--- config.mk ---
export PLATFORM = sky130hd
export DESIGN_NAME = sorted_list_intersect_union
export DESIGN_NICKNAME = d
export VERILOG_FILES = /design/src/rtl/slui_pkg.sv /design/src/rtl/slui_ctrl.sv /design/src/rtl/slui_dp.sv /design/src/rtl/sorted_list_intersect_union.sv
export SDC_FILE = /design/constraint.sdc
export NUM_CORES = 2
export LEC_CHECK = 0
export CAP_MARGIN = 20
export CORE_ASPECT_RATIO = 1.2
export CORE_MARGIN = 8
export CORE_UTILIZATION = 59
export DETAILED_ROUTE_END_ITERATION = 12
export DONT_BUFFER_PORTS = 1
export PLACE_DENSITY = 0.86
export SETUP_SLACK_MARGIN = 0.02
export SYNTH_ARGS = -nofsm -noshare
export SYNTH_HDL_FRONTEND = slang
export SYNTH_SLANG_ARGS = --single-unit
export TNS_END_PERCENT = 10
--- constraint.sdc ---
create_clock -name clk -period 7.3 [get_ports clk]
set_input_delay 1.095 -clock clk [delete_from_list [all_inputs] [get_ports clk]]
set_output_delay 1.095 -clock clk [all_outputs]
set_load 0.03 [all_outputs]
--- src/rtl/slui_pkg.sv ---
// Package for the sorted list intersect/union block.
// Operation codes and the command/status structs between controller and datapath.
// No dependencies.
`default_nettype none
package slui_pkg;

  typedef enum logic [1:0] {
    OP_LEFT  = 2'd0,
    OP_RIGHT = 2'd1,
    OP_START = 2'd2
  } op_t;

  localparam int unsigned ID_W = 32;

  typedef struct packed {
    logic step;  // compare heads, advance pointers, emit if due
    logic fin;   // push final beat, clear lists
  } cmd_t;

  typedef struct packed {
    logic out_free;   // output register can take a beat this cycle
    logic term;       // merge finished at current pointers
    logic term_next;  // merge finished after the current step
  } sts_t;

endpackage
`default_nettype wire

--- src/rtl/slui_ctrl.sv ---
// Controller for the sorted list intersect/union block.
// Sequences load, read, compare and final beat; uses slui_pkg.
`default_nettype none
module slui_ctrl
  import slui_pkg::*;
(
  input  wire logic       clk,
  input  wire logic       rst,
  input  wire logic       in_valid,
  input  wire logic [1:0] in_op,
  output logic            in_ready,
  input  sts_t            sts,
  output cmd_t            cmd
);

  typedef enum logic [1:0] {
    S_IDLE,
    S_RD,
    S_CMP,
    S_FIN
  } state_t;

  state_t state;

  logic start_acc;
  assign in_ready  = (state == S_IDLE);
  assign start_acc = in_valid && in_ready && (in_op == OP_START);

  always_comb begin
    cmd = '0;
    case (state)
      S_CMP:   cmd.step = sts.out_free;
      S_FIN:   cmd.fin  = sts.out_free;
      default: cmd = '0;
    endcase
  end

  always_ff @(posedge clk) begin
    if (rst) begin
      state <= S_IDLE;
    end else begin
      case (state)
        S_IDLE: begin
          if (start_acc) begin
            state <= sts.term ? S_FIN : S_RD;
          end
        end
        S_RD: begin
          state <= S_CMP;
        end
        S_CMP: begin
          if (sts.out_free) begin
            state <= sts.term_next ? S_FIN : S_RD;
          end
        end
        S_FIN: begin
          if (sts.out_free) begin
            state <= S_IDLE;
          end
        end
        default: begin
          state <= S_IDLE;
        end
      endcase
    end
  end

endmodule
`default_nettype wire

--- src/rtl/slui_dp.sv ---
// Datapath for the sorted list intersect/union block.
// List memories, counts, merge pointers, pending result and output register; uses slui_pkg.
`default_nettype none
module slui_dp
  import slui_pkg::*;
#(
  parameter int unsigned LIST_DEPTH = 32
) (
  input  wire logic            clk,
  input  wire logic            rst,
  input  wire logic            cfg_wen,
  input  wire logic            cfg_wdata,
  input  wire logic            in_valid,
  input  wire logic            in_ready,
  input  wire logic [1:0]      in_op,
  input  wire logic [ID_W-1:0] in_id,
  input  cmd_t                 cmd,
  output sts_t                 sts,
  output logic                 out_valid,
  input  wire logic            out_ready,
  output logic [ID_W-1:0]      out_id,
  output logic                 out_last,
  output logic [1:0]           out_flags
);

  localparam int unsigned CW = $clog2(LIST_DEPTH + 1);
  localparam int unsigned AW = (LIST_DEPTH > 1) ? $clog2(LIST_DEPTH) : 1;
  localparam logic [CW-1:0] DEPTH_C = CW'(LIST_DEPTH);

  logic [ID_W-1:0] left_mem  [LIST_DEPTH];
  logic [ID_W-1:0] right_mem [LIST_DEPTH];

  logic            merge_mode;
  logic [CW-1:0]   l_cnt, r_cnt, l_ptr, r_ptr;
  logic            dropped;
  logic [ID_W-1:0] a, b;
  logic [ID_W-1:0] pend;
  logic            pend_v;

  logic            acc, ld_l, ld_r, l_room, r_room;
  logic            l_ok, r_ok, l_ok_n, r_ok_n;
  logic            l_adv, r_adv, emit;
  logic [ID_W-1:0] emit_id;
  logic [CW-1:0]   l_ptr_next, r_ptr_next;

  assign acc    = in_valid && in_ready;
  assign ld_l   = acc && (in_op == OP_LEFT);
  assign ld_r   = acc && (in_op == OP_RIGHT);
  assign l_room = (l_cnt < DEPTH_C);
  assign r_room = (r_cnt < DEPTH_C);

  assign l_ok = (l_ptr < l_cnt);
  assign r_ok = (r_ptr < r_cnt);

  always_comb begin
    l_adv   = 1'b0;
    r_adv   = 1'b0;
    emit    = 1'b0;
    emit_id = a;
    if (l_ok && r_ok) begin
      if (a == b) begin
        emit  = 1'b1;
        l_adv = 1'b1;
        r_adv = 1'b1;
      end else if (a < b) begin
        emit  = merge_mode;
        l_adv = 1'b1;
      end else begin
        emit    = merge_mode;
        emit_id = b;
        r_adv   = 1'b1;
      end
    end else if (l_ok) begin
      emit  = merge_mode;
      l_adv = 1'b1;
    end else if (r_ok) begin
      emit    = merge_mode;
      emit_id = b;
      r_adv   = 1'b1;
    end
  end

  assign l_ptr_next = l_ptr + CW'(l_adv);
  assign r_ptr_next = r_ptr + CW'(r_adv);
  assign l_ok_n     = (l_ptr_next < l_cnt);
  assign r_ok_n     = (r_ptr_next < r_cnt);

  assign sts.out_free  = !out_valid || out_ready;
  assign sts.term      = merge_mode ? (!l_ok && !r_ok) : (!l_ok || !r_ok);
  assign sts.term_next = merge_mode ? (!l_ok_n && !r_ok_n) : (!l_ok_n || !r_ok_n);

  // memories: one write port per list, registered read at the merge pointer
  always_ff @(posedge clk) begin
    if (ld_l && l_room) begin
      left_mem[l_cnt[AW-1:0]] <= in_id;
    end
    if (ld_r && r_room) begin
      right_mem[r_cnt[AW-1:0]] <= in_id;
    end
    a <= left_mem[l_ptr[AW-1:0]];
    b <= right_mem[r_ptr[AW-1:0]];
  end

  always_ff @(posedge clk) begin
    if (rst) begin
      merge_mode <= 1'b0;
      l_cnt      <= '0;
      r_cnt      <= '0;
      l_ptr      <= '0;
      r_ptr      <= '0;
      dropped    <= 1'b0;
      pend_v     <= 1'b0;
      out_valid  <= 1'b0;
    end else begin
      if (cfg_wen) begin
        merge_mode <= cfg_wdata;
      end
      if (cmd.fin || (cmd.step && emit && pend_v)) begin
        out_valid <= 1'b1;
      end else if (out_ready) begin
        out_valid <= 1'b0;
      end
      if (ld_l) begin
        if (l_room) l_cnt <= l_cnt + CW'(1);
        else        dropped <= 1'b1;
      end
      if (ld_r) begin
        if (r_room) r_cnt <= r_cnt + CW'(1);
        else        dropped <= 1'b1;
      end
      if (cmd.step) begin
        l_ptr <= l_ptr_next;
        r_ptr <= r_ptr_next;
        if (emit) begin
          pend   <= emit_id;
          pend_v <= 1'b1;
          if (pend_v) begin
            out_id    <= pend;
            out_last  <= 1'b0;
            out_flags <= {dropped, 1'b0};
          end
        end
      end
      if (cmd.fin) begin
        out_id    <= pend_v ? pend : '0;
        out_last  <= 1'b1;
        out_flags <= {dropped, !pend_v};
        pend_v    <= 1'b0;
        l_cnt     <= '0;
        r_cnt     <= '0;
        l_ptr     <= '0;
        r_ptr     <= '0;
        dropped   <= 1'b0;
      end
    end
  end

endmodule
`default_nettype wire

--- src/rtl/sorted_list_intersect_union.sv ---
// Top level of the sorted list intersect/union block.
// Joins slui_ctrl and slui_dp; uses slui_pkg.
//
// Load beats (tuser = left or right) append tdata to a list, one per cycle while
// idle; a load into a full list is dropped and flagged. A start beat merges both
// lists two-pointer style: each compare step is a registered memory read (S_RD)
// followed by a compare (S_CMP); the compare and final-beat states wait while
// the output stalls. One result is held back so the last mark lands on the
// final beat; an empty answer gives a single beat flagged empty. No input is
// taken during a merge.
// merge_mode (cfg port): 0 intersect, 1 union; write it only while idle.
`default_nettype none
module sorted_list_intersect_union
  import slui_pkg::*;
#(
  parameter int unsigned LIST_DEPTH = 32
) (
  input  wire logic        clk,
  input  wire logic        rst,
  input  wire logic        cfg_wen,
  input  wire logic        cfg_wdata,      // merge_mode
  input  wire logic        s_axis_tvalid,
  output logic             s_axis_tready,
  input  wire logic [31:0] s_axis_tdata,   // doc_id
  input  wire logic [1:0]  s_axis_tuser,   // operation
  output logic             m_axis_tvalid,
  input  wire logic        m_axis_tready,
  output logic [31:0]      m_axis_tdata,   // doc_id_res
  output logic             m_axis_tlast,   // last
  output logic [1:0]       m_axis_tuser    // [0] empty_res, [1] overflow
);

  cmd_t cmd;
  sts_t sts;

  slui_ctrl u_ctrl (
    .clk      (clk),
    .rst      (rst),
    .in_valid (s_axis_tvalid),
    .in_op    (s_axis_tuser),
    .in_ready (s_axis_tready),
    .sts      (sts),
    .cmd      (cmd)
  );

  slui_dp #(
    .LIST_DEPTH (LIST_DEPTH)
  ) u_dp (
    .clk       (clk),
    .rst       (rst),
    .cfg_wen   (cfg_wen),
    .cfg_wdata (cfg_wdata),
    .in_valid  (s_axis_tvalid),
    .in_ready  (s_axis_tready),
    .in_op     (s_axis_tuser),
    .in_id     (s_axis_tdata),
    .cmd       (cmd),
    .sts       (sts),
    .out_valid (m_axis_tvalid),
    .out_ready (m_axis_tready),
    .out_id    (m_axis_tdata),
    .out_last  (m_axis_tlast),
    .out_flags (m_axis_tuser)
  );

endmodule
`default_nettype wire
# Yosys cells after proc, flatten, opt, wreduce, memory -nomap -nowiden
# Memory sizes are Yosys's and may differ from the RTL's. A register that Yosys moved wholly into a read port is not among the register bits.
# Cells that the tools add are included.
# totals
latchBits,0
inputBits,40
rom_bits,0
elab_cells,120
reg_bits,97
n_memories,2
out_inout_bits,37
ramBits,2048
# memory_table
name,depth,word_bits,read_ports,rd_ports_with_merged_regs,wr,line,rtl
u_dp.left_mem,32,32,1,1,1,slui_dp.sv:30,logic [ID_W-1:0] left_mem [LIST_DEPTH];
u_dp.right_mem,32,32,1,1,1,slui_dp.sv:31,logic [ID_W-1:0] right_mem [LIST_DEPTH];
# classes
n_eq_ne,9
n_mul,0
n_div,0
order_cmp,7
mux,50
n_bitwise,1
add_sub_neg,4
n_reduce_logical,34
shift,0
# ops
operator,count
$mux W32,10
$eq A32 B32 Y1,1
$lt A32 B32 Y1,1
$mux W1,30
$lt A6 B6 Y1,4
$mux W2,9
$add A6 B1 Y6,2
$add A6 B1 Y6 const B,2
$lt A6 B6 Y1 const B,2
$logic_and A1 B1 Y1,11
$pmux W2 S4,1
$reduce_bool A2 Y1,4
$eq A2 B2 Y1 const B,3
$logic_not A1 Y1,6
$reduce_and A2 Y1,3
$reduce_and A3 Y1,2
$eq A2 B1 Y1 const B,2
$logic_not A2 Y1,2
$logic_or A1 B1 Y1,4
$ne A2 B1 Y1 const B,2
$reduce_and A4 Y1,1
$ne A2 B2 Y1 const B,1
$reduce_or A2 Y1,1
$not A1 Y1,1

# Logic depth before layout (Yosys ltp)
# logic_depth
depth_word,12
depth_mapped,19
mapped_depth_nobuf,17

# By module
# A second synthesis with hierarchy kept.
# unflattened
cells_unflattened,4646
area_unflattened_um2,86286.5
# by_module_without_submodules
mod,area_per_inst_um2,seq_area_each_um2,cells_each,instances
slui_dp,86177.7,65352.7,4631,1
slui_ctrl,108.9,40.0,15,1

# Least setup slack after synthesis
# OpenSTA, ideal clock, no wires.
# synth_path
kind,register to register
from,register u_dp.r_cnt[2]
to,register u_dp.out_flags[0] (enable)
setup_time_ps,440
path_slack_ps,3078
n_path_buf,2
path_stages_with_launch,11
arrival_time_ps,3782
period_less_slack_ps,4222
required_ps,6860
path_cell_list,dfxtp_1 clkbuf_1 inv_1 ha_1 a21o_1 a31oi_1 o21ai_1 clkbuf_1 nor3_1 o21ai_0 o22ai_1
# synth_between
elab_chain_len,6
word_cells_on_any_way,7
cone_classes,order compare (1); mux (3); reduce/logical (3)
# synth_lines
item,line,rtl
"start, declared",slui_dp.sv:34,"logic [CW-1:0] l_cnt, r_cnt, l_ptr, r_ptr;"
"start signal, assigned",slui_dp.sv:128,if (r_room) r_cnt <= r_cnt + CW'(1);
$lt A6 B6 Y1 *,slui_dp.sv:53,assign r_ok = (r_ptr < r_cnt);
$mux W1,slui_dp.sv:76,end else if (r_ok) begin
$mux W1,slui_dp.sv:73,end else if (l_ok) begin
$mux W1 *,slui_dp.sv:60,if (l_ok && r_ok) begin
$reduce_bool A2 Y1 (no source line) *,--,
$reduce_and A4 Y1 (no source line) *,--,
"end signal, assigned",slui_dp.sv:140,"out_flags <= {dropped, 1'b0};"
"end signal, assigned",slui_dp.sv:147,"out_flags <= {dropped, !pend_v};"
"end, declared",slui_dp.sv:23,output logic [1:0] out_flags
# Mark *: on every way between the ends. The rest lies on a longest branch, timed or not.
# A chain may end at the register's enable or synchronous reset.

# Final worst setup path
# layout_path
from,"register u_dp.b[31], read port of u_dp.right_mem"
to,register u_ctrl.state[1]
# layout_between
elab_chain_len,12
word_cells_on_any_way,20
cone_classes,add/sub (2); order compare (3); eq/ne (1); mux (10); reduce/logical (4)
# layout_lines
item,line,rtl
"start, declared",slui_dp.sv:36,"logic [ID_W-1:0] a, b;"
$lt A32 B32 Y1,slui_dp.sv:65,end else if (a < b) begin
$mux W1,slui_dp.sv:65,
$mux W1 *,slui_dp.sv:61,if (a == b) begin
$mux W1 *,slui_dp.sv:60,
$add A6 B1 Y6 *,slui_dp.sv:83,assign l_ptr_next = l_ptr + CW'(l_adv);
named net u_dp.l_ptr_next[5],slui_dp.sv:44,"logic [CW-1:0] l_ptr_next, r_ptr_next;"
$lt A6 B6 Y1 *,slui_dp.sv:85,assign l_ok_n = (l_ptr_next < l_cnt);
$logic_not A1 Y1 *,slui_dp.sv:90,assign sts.term_next = merge_mode ? (!l_ok_n && !r_ok_n) : (!l_ok_n || !r_ok_n);
$logic_or A1 B1 Y1 / $logic_and A1 B1 Y1 (equally long branches),slui_dp.sv:90,
$mux W1 *,slui_dp.sv:90,
$mux W2 *,slui_ctrl.sv:53,state <= sts.term_next ? S_FIN : S_RD;
$mux W2 *,slui_ctrl.sv:52,if (sts.out_free) begin
$pmux W2 S4 *,slui_ctrl.sv:42,case (state)
"end signal, assigned",slui_ctrl.sv:45,state <= sts.term ? S_FIN : S_RD;
"end signal, assigned",slui_ctrl.sv:53,
"end, declared",slui_ctrl.sv:23,state_t state;
# The timed path passes the listed nets; every way through them passes the cells marked *. The select of a mux whose other input is x is not followed.

==> impl_metrics.ini <==
[floorplan]
fp-row-count = 153
core_um2 = 145000
die_height_um = 434
die-width_um = 364
io_pins = 77
initial_core_util_pct = 59.3
die-area_um2 = 158000

[critical_path]
regToRegSetupSlack_ns = 2.67
endpoint_kind = flop
slowest_delay_ns = 0.97
startpoint_type = flop
worstPathRequired_ns = 8.01
cp.arrival_ns = 5.34
critPathMaxFanout = 33
rr_startpoint = u_dp.b[31]
cp-startpoint = u_dp.b[31]
timing.rr.end = u_ctrl.state[1]
path_class = flop to flop
worst_path_most_repeated_cell = ha_1
crit_path_cell_trace = inv_1 -> ha_1 -> nand4_1 -> nor4_1 -> and2_1 -> nor3_1 -> o31a_1 -> ha_1 -> and3_1 -> nand3_1 -> xnor2_1 -> ha_1 -> a21o_1 -> a31oi_1 -> o21ai_0 -> a21o_1
cp_slowest_cell = and2_1
reg2reg_depth = 16

[yosys]
syn_area_per_cell_um2 = 20.9
synth_edf_count = 2115
synth_flop_cell = edfxtp_1
async_reset_ff_share_pct = 0
ys_seq_area_share_pct = 76.2
synth_area_um2 = 85800
ys_types = 51
ys_ff_latch = 2209
yosys_warnings = 0
mappedNetlistNets = 4213
synthCells = 4109

[sta]
grt_setup_unrepaired = false
period_share_pct = 63.4
hold_ws_ns = 0.333
final.setup.tns_ns = 0
fin_skew_ns = 0.0502
fin_ws_ns = 2.67
worst_pin_slew_ns = 1.16
finalMaxSlewViolations = 0
setup_viol = 0
fmax_mhz = 216
finalHoldViolCount = 0
final.min_clock_period_ns = 4.63
slew_headroom_pct = 22.6

[power]
power_leakage_uw = 0.0286
p_per_area_nw_per_um2 = 270
power.total_uw = 25600
ir_drop_v = 0.000227

[placed_design]
dp_slack_ns = 2.79
dpl_cell_area_um2 = 88500
io_buffers = 0
place.gp.congestion = 0.855
post-dp-hpwl_mm = 113

[finish]
drive_gt1_share_pct = 23.4
final_area_um2 = 95000
multi_input_area_um2 = 19700
area_growth_pct = 10.8
layout_common_cells = 2115 x edfxtp_1, 480 x mux4_2, 203 x clkbuf_16
seq_area_um2 = 65400
n_fill_cell = 8565
nets = 4273
layout_commonest_cell = edfxtp_1

[route]
firstDrtPassIters = 7
wl_per_cell_um = 36.6
remaining_drc_errors = 0
viasPerCell = 7.15
dr_total_vias = 44900
drt_iter0_markers = 7550
routed_wl_mm = 230
detail-route-antenna-nets = 0

[run_status]
status = completed

[global_routing]
antenna_found_initial = 24
grt_pass1_wl_mm = 325
track_usage_pct = 29.0
overflow = 0
grt_max_degree = 162
grt_pass1_vias = 45400

[clock_network]
cts_root_buffer = clkbuf_16
cts.sinks = 2209
cts_tree = yes
clk_latency_ns = 0.86
postCtsHoldBufs = 0
cts.repair.resized = 0
post_cts_buffers = 0
numCtsBuffers = 198
cts_max_level = 4
path_clk_slew_ns = 0.07
clock_path_buffers = 3

[min_path]
min-delay-start = rst
hp-class = input port to flop
min_to = u_dp.merge_mode
holdPathStages = 1

[flow_run]
maxCapViolCount = 0
==> through the flow <==
| stage | utilization, % | std cells |
|---|---|---|
| floorplan | - | 4109 |
| finish | 65.7 | 6275 |
| detailed placement | 61.2 | 5905 |
| global route | 65.7 | 6268 |
| global placement | 61.2 | 5905 |
| CTS | 65.6 | 6266 |
==> synth_stat cells, types with 60 or more instances <==
master | number | area share [%]
a21oi_1 | 64 | 0.37
nand3_1 | 87 | 0.51
mux4_2 | 480 | 13
ha_1 | 64 | 0.93
o221ai_1 | 96 | 0.98
dfxtp_1 | 94 | 2.2
mux2i_1 | 197 | 2.3
o21ai_0 | 71 | 0.41
o22ai_1 | 66 | 0.48
buf_2 | 66 | 0.39
clkbuf_1 | 142 | 0.62
nand2_1 | 60 | 0.26
nor2_1 | 103 | 0.45
edfxtp_1 | 2115 | 74
==> metal layers <==
metal | wire [um] | up-vias | GRT usage (%)
met4 | 18400 | 8 | 19.2
met1 | 71700 | 23000 | 34.1
met3 | 25800 | 806 | 6.32
met2 | 114000 | 3728 | 48.4
li1 | - | 17400 | -
met5 | 52 | - | 0
==> worst max-delay path, delay by kind of cell, from the launching register on <==
kind / cells / cell delay, ns
AOI/OAI and AO/OA: 5 / 1.00
xor gates and xnor gates: 1 / 0.15
and+or+nand+nor: 6 / 2.09
adders and majority gates: 3 / 0.85
buffers and inverters: 1 / 0.08
DFF: 1 / 0.37
==> kinds of logic after synthesis <==
kind of cell / synth area share, %
adder cells (fa/ha/maj): 0.945
XOR/XNOR: 0.184
AND/OR/NAND/NOR: 2.11
multiplexers: 15.3
AO/OA/AOI/OAI: 3.79
flip-flops: 76.2
buffers and inverters: 1.39
==> flip-flops by register name (all words and copies together), names as in the netlist <==
signal	count
u_dp.l_ptr	6
u_dp.out_valid	1
u_dp.l_cnt	6
u_dp.pend_v	1
u_dp.merge_mode	1
u_dp.r_cnt	6
u_dp.left_mem	1024
u_ctrl.state	2
u_dp.out_flags	2
u_dp.pend	32
u_dp.right_mem	1024
u_dp.a	32
u_dp.dropped	1
u_dp.r_ptr	6
u_dp.b	32
u_dp.out_id	32
u_dp.out_last	1
==> worst max-delay path by stage <==
stage,to,cells after the start
floorplan,u_dp.out_flags[0],10
global placement,u_ctrl.state[1],16
global route,u_ctrl.state[1],16
CTS,u_ctrl.state[1],16
detailed placement,u_ctrl.state[1],16
finish,u_ctrl.state[1],16
==> layout make-up <==
cell class / instances / share of cell area [%]
Sequential cell: 2209 / 68.8
Multi-Input combinational cell: 1613 / 20.7
Clock buffer: 252 / 5.62
Tap cell: 1937 / 2.55
Clock inverter: 109 / 1.18
Timing Repair Buffer: 98 / 0.848
Inverter: 49 / 0.194
Antenna cell: 8 / 0.0211
==> power by group <==
group,internal [uW],total (uW),switching [uW],leakage (uW)
logic,447,1050,606,0.00563
clock network,5910,10500,4610,0.00316
registers,14000,14100,102,0.0198
(Power assumes the default switching activity.)
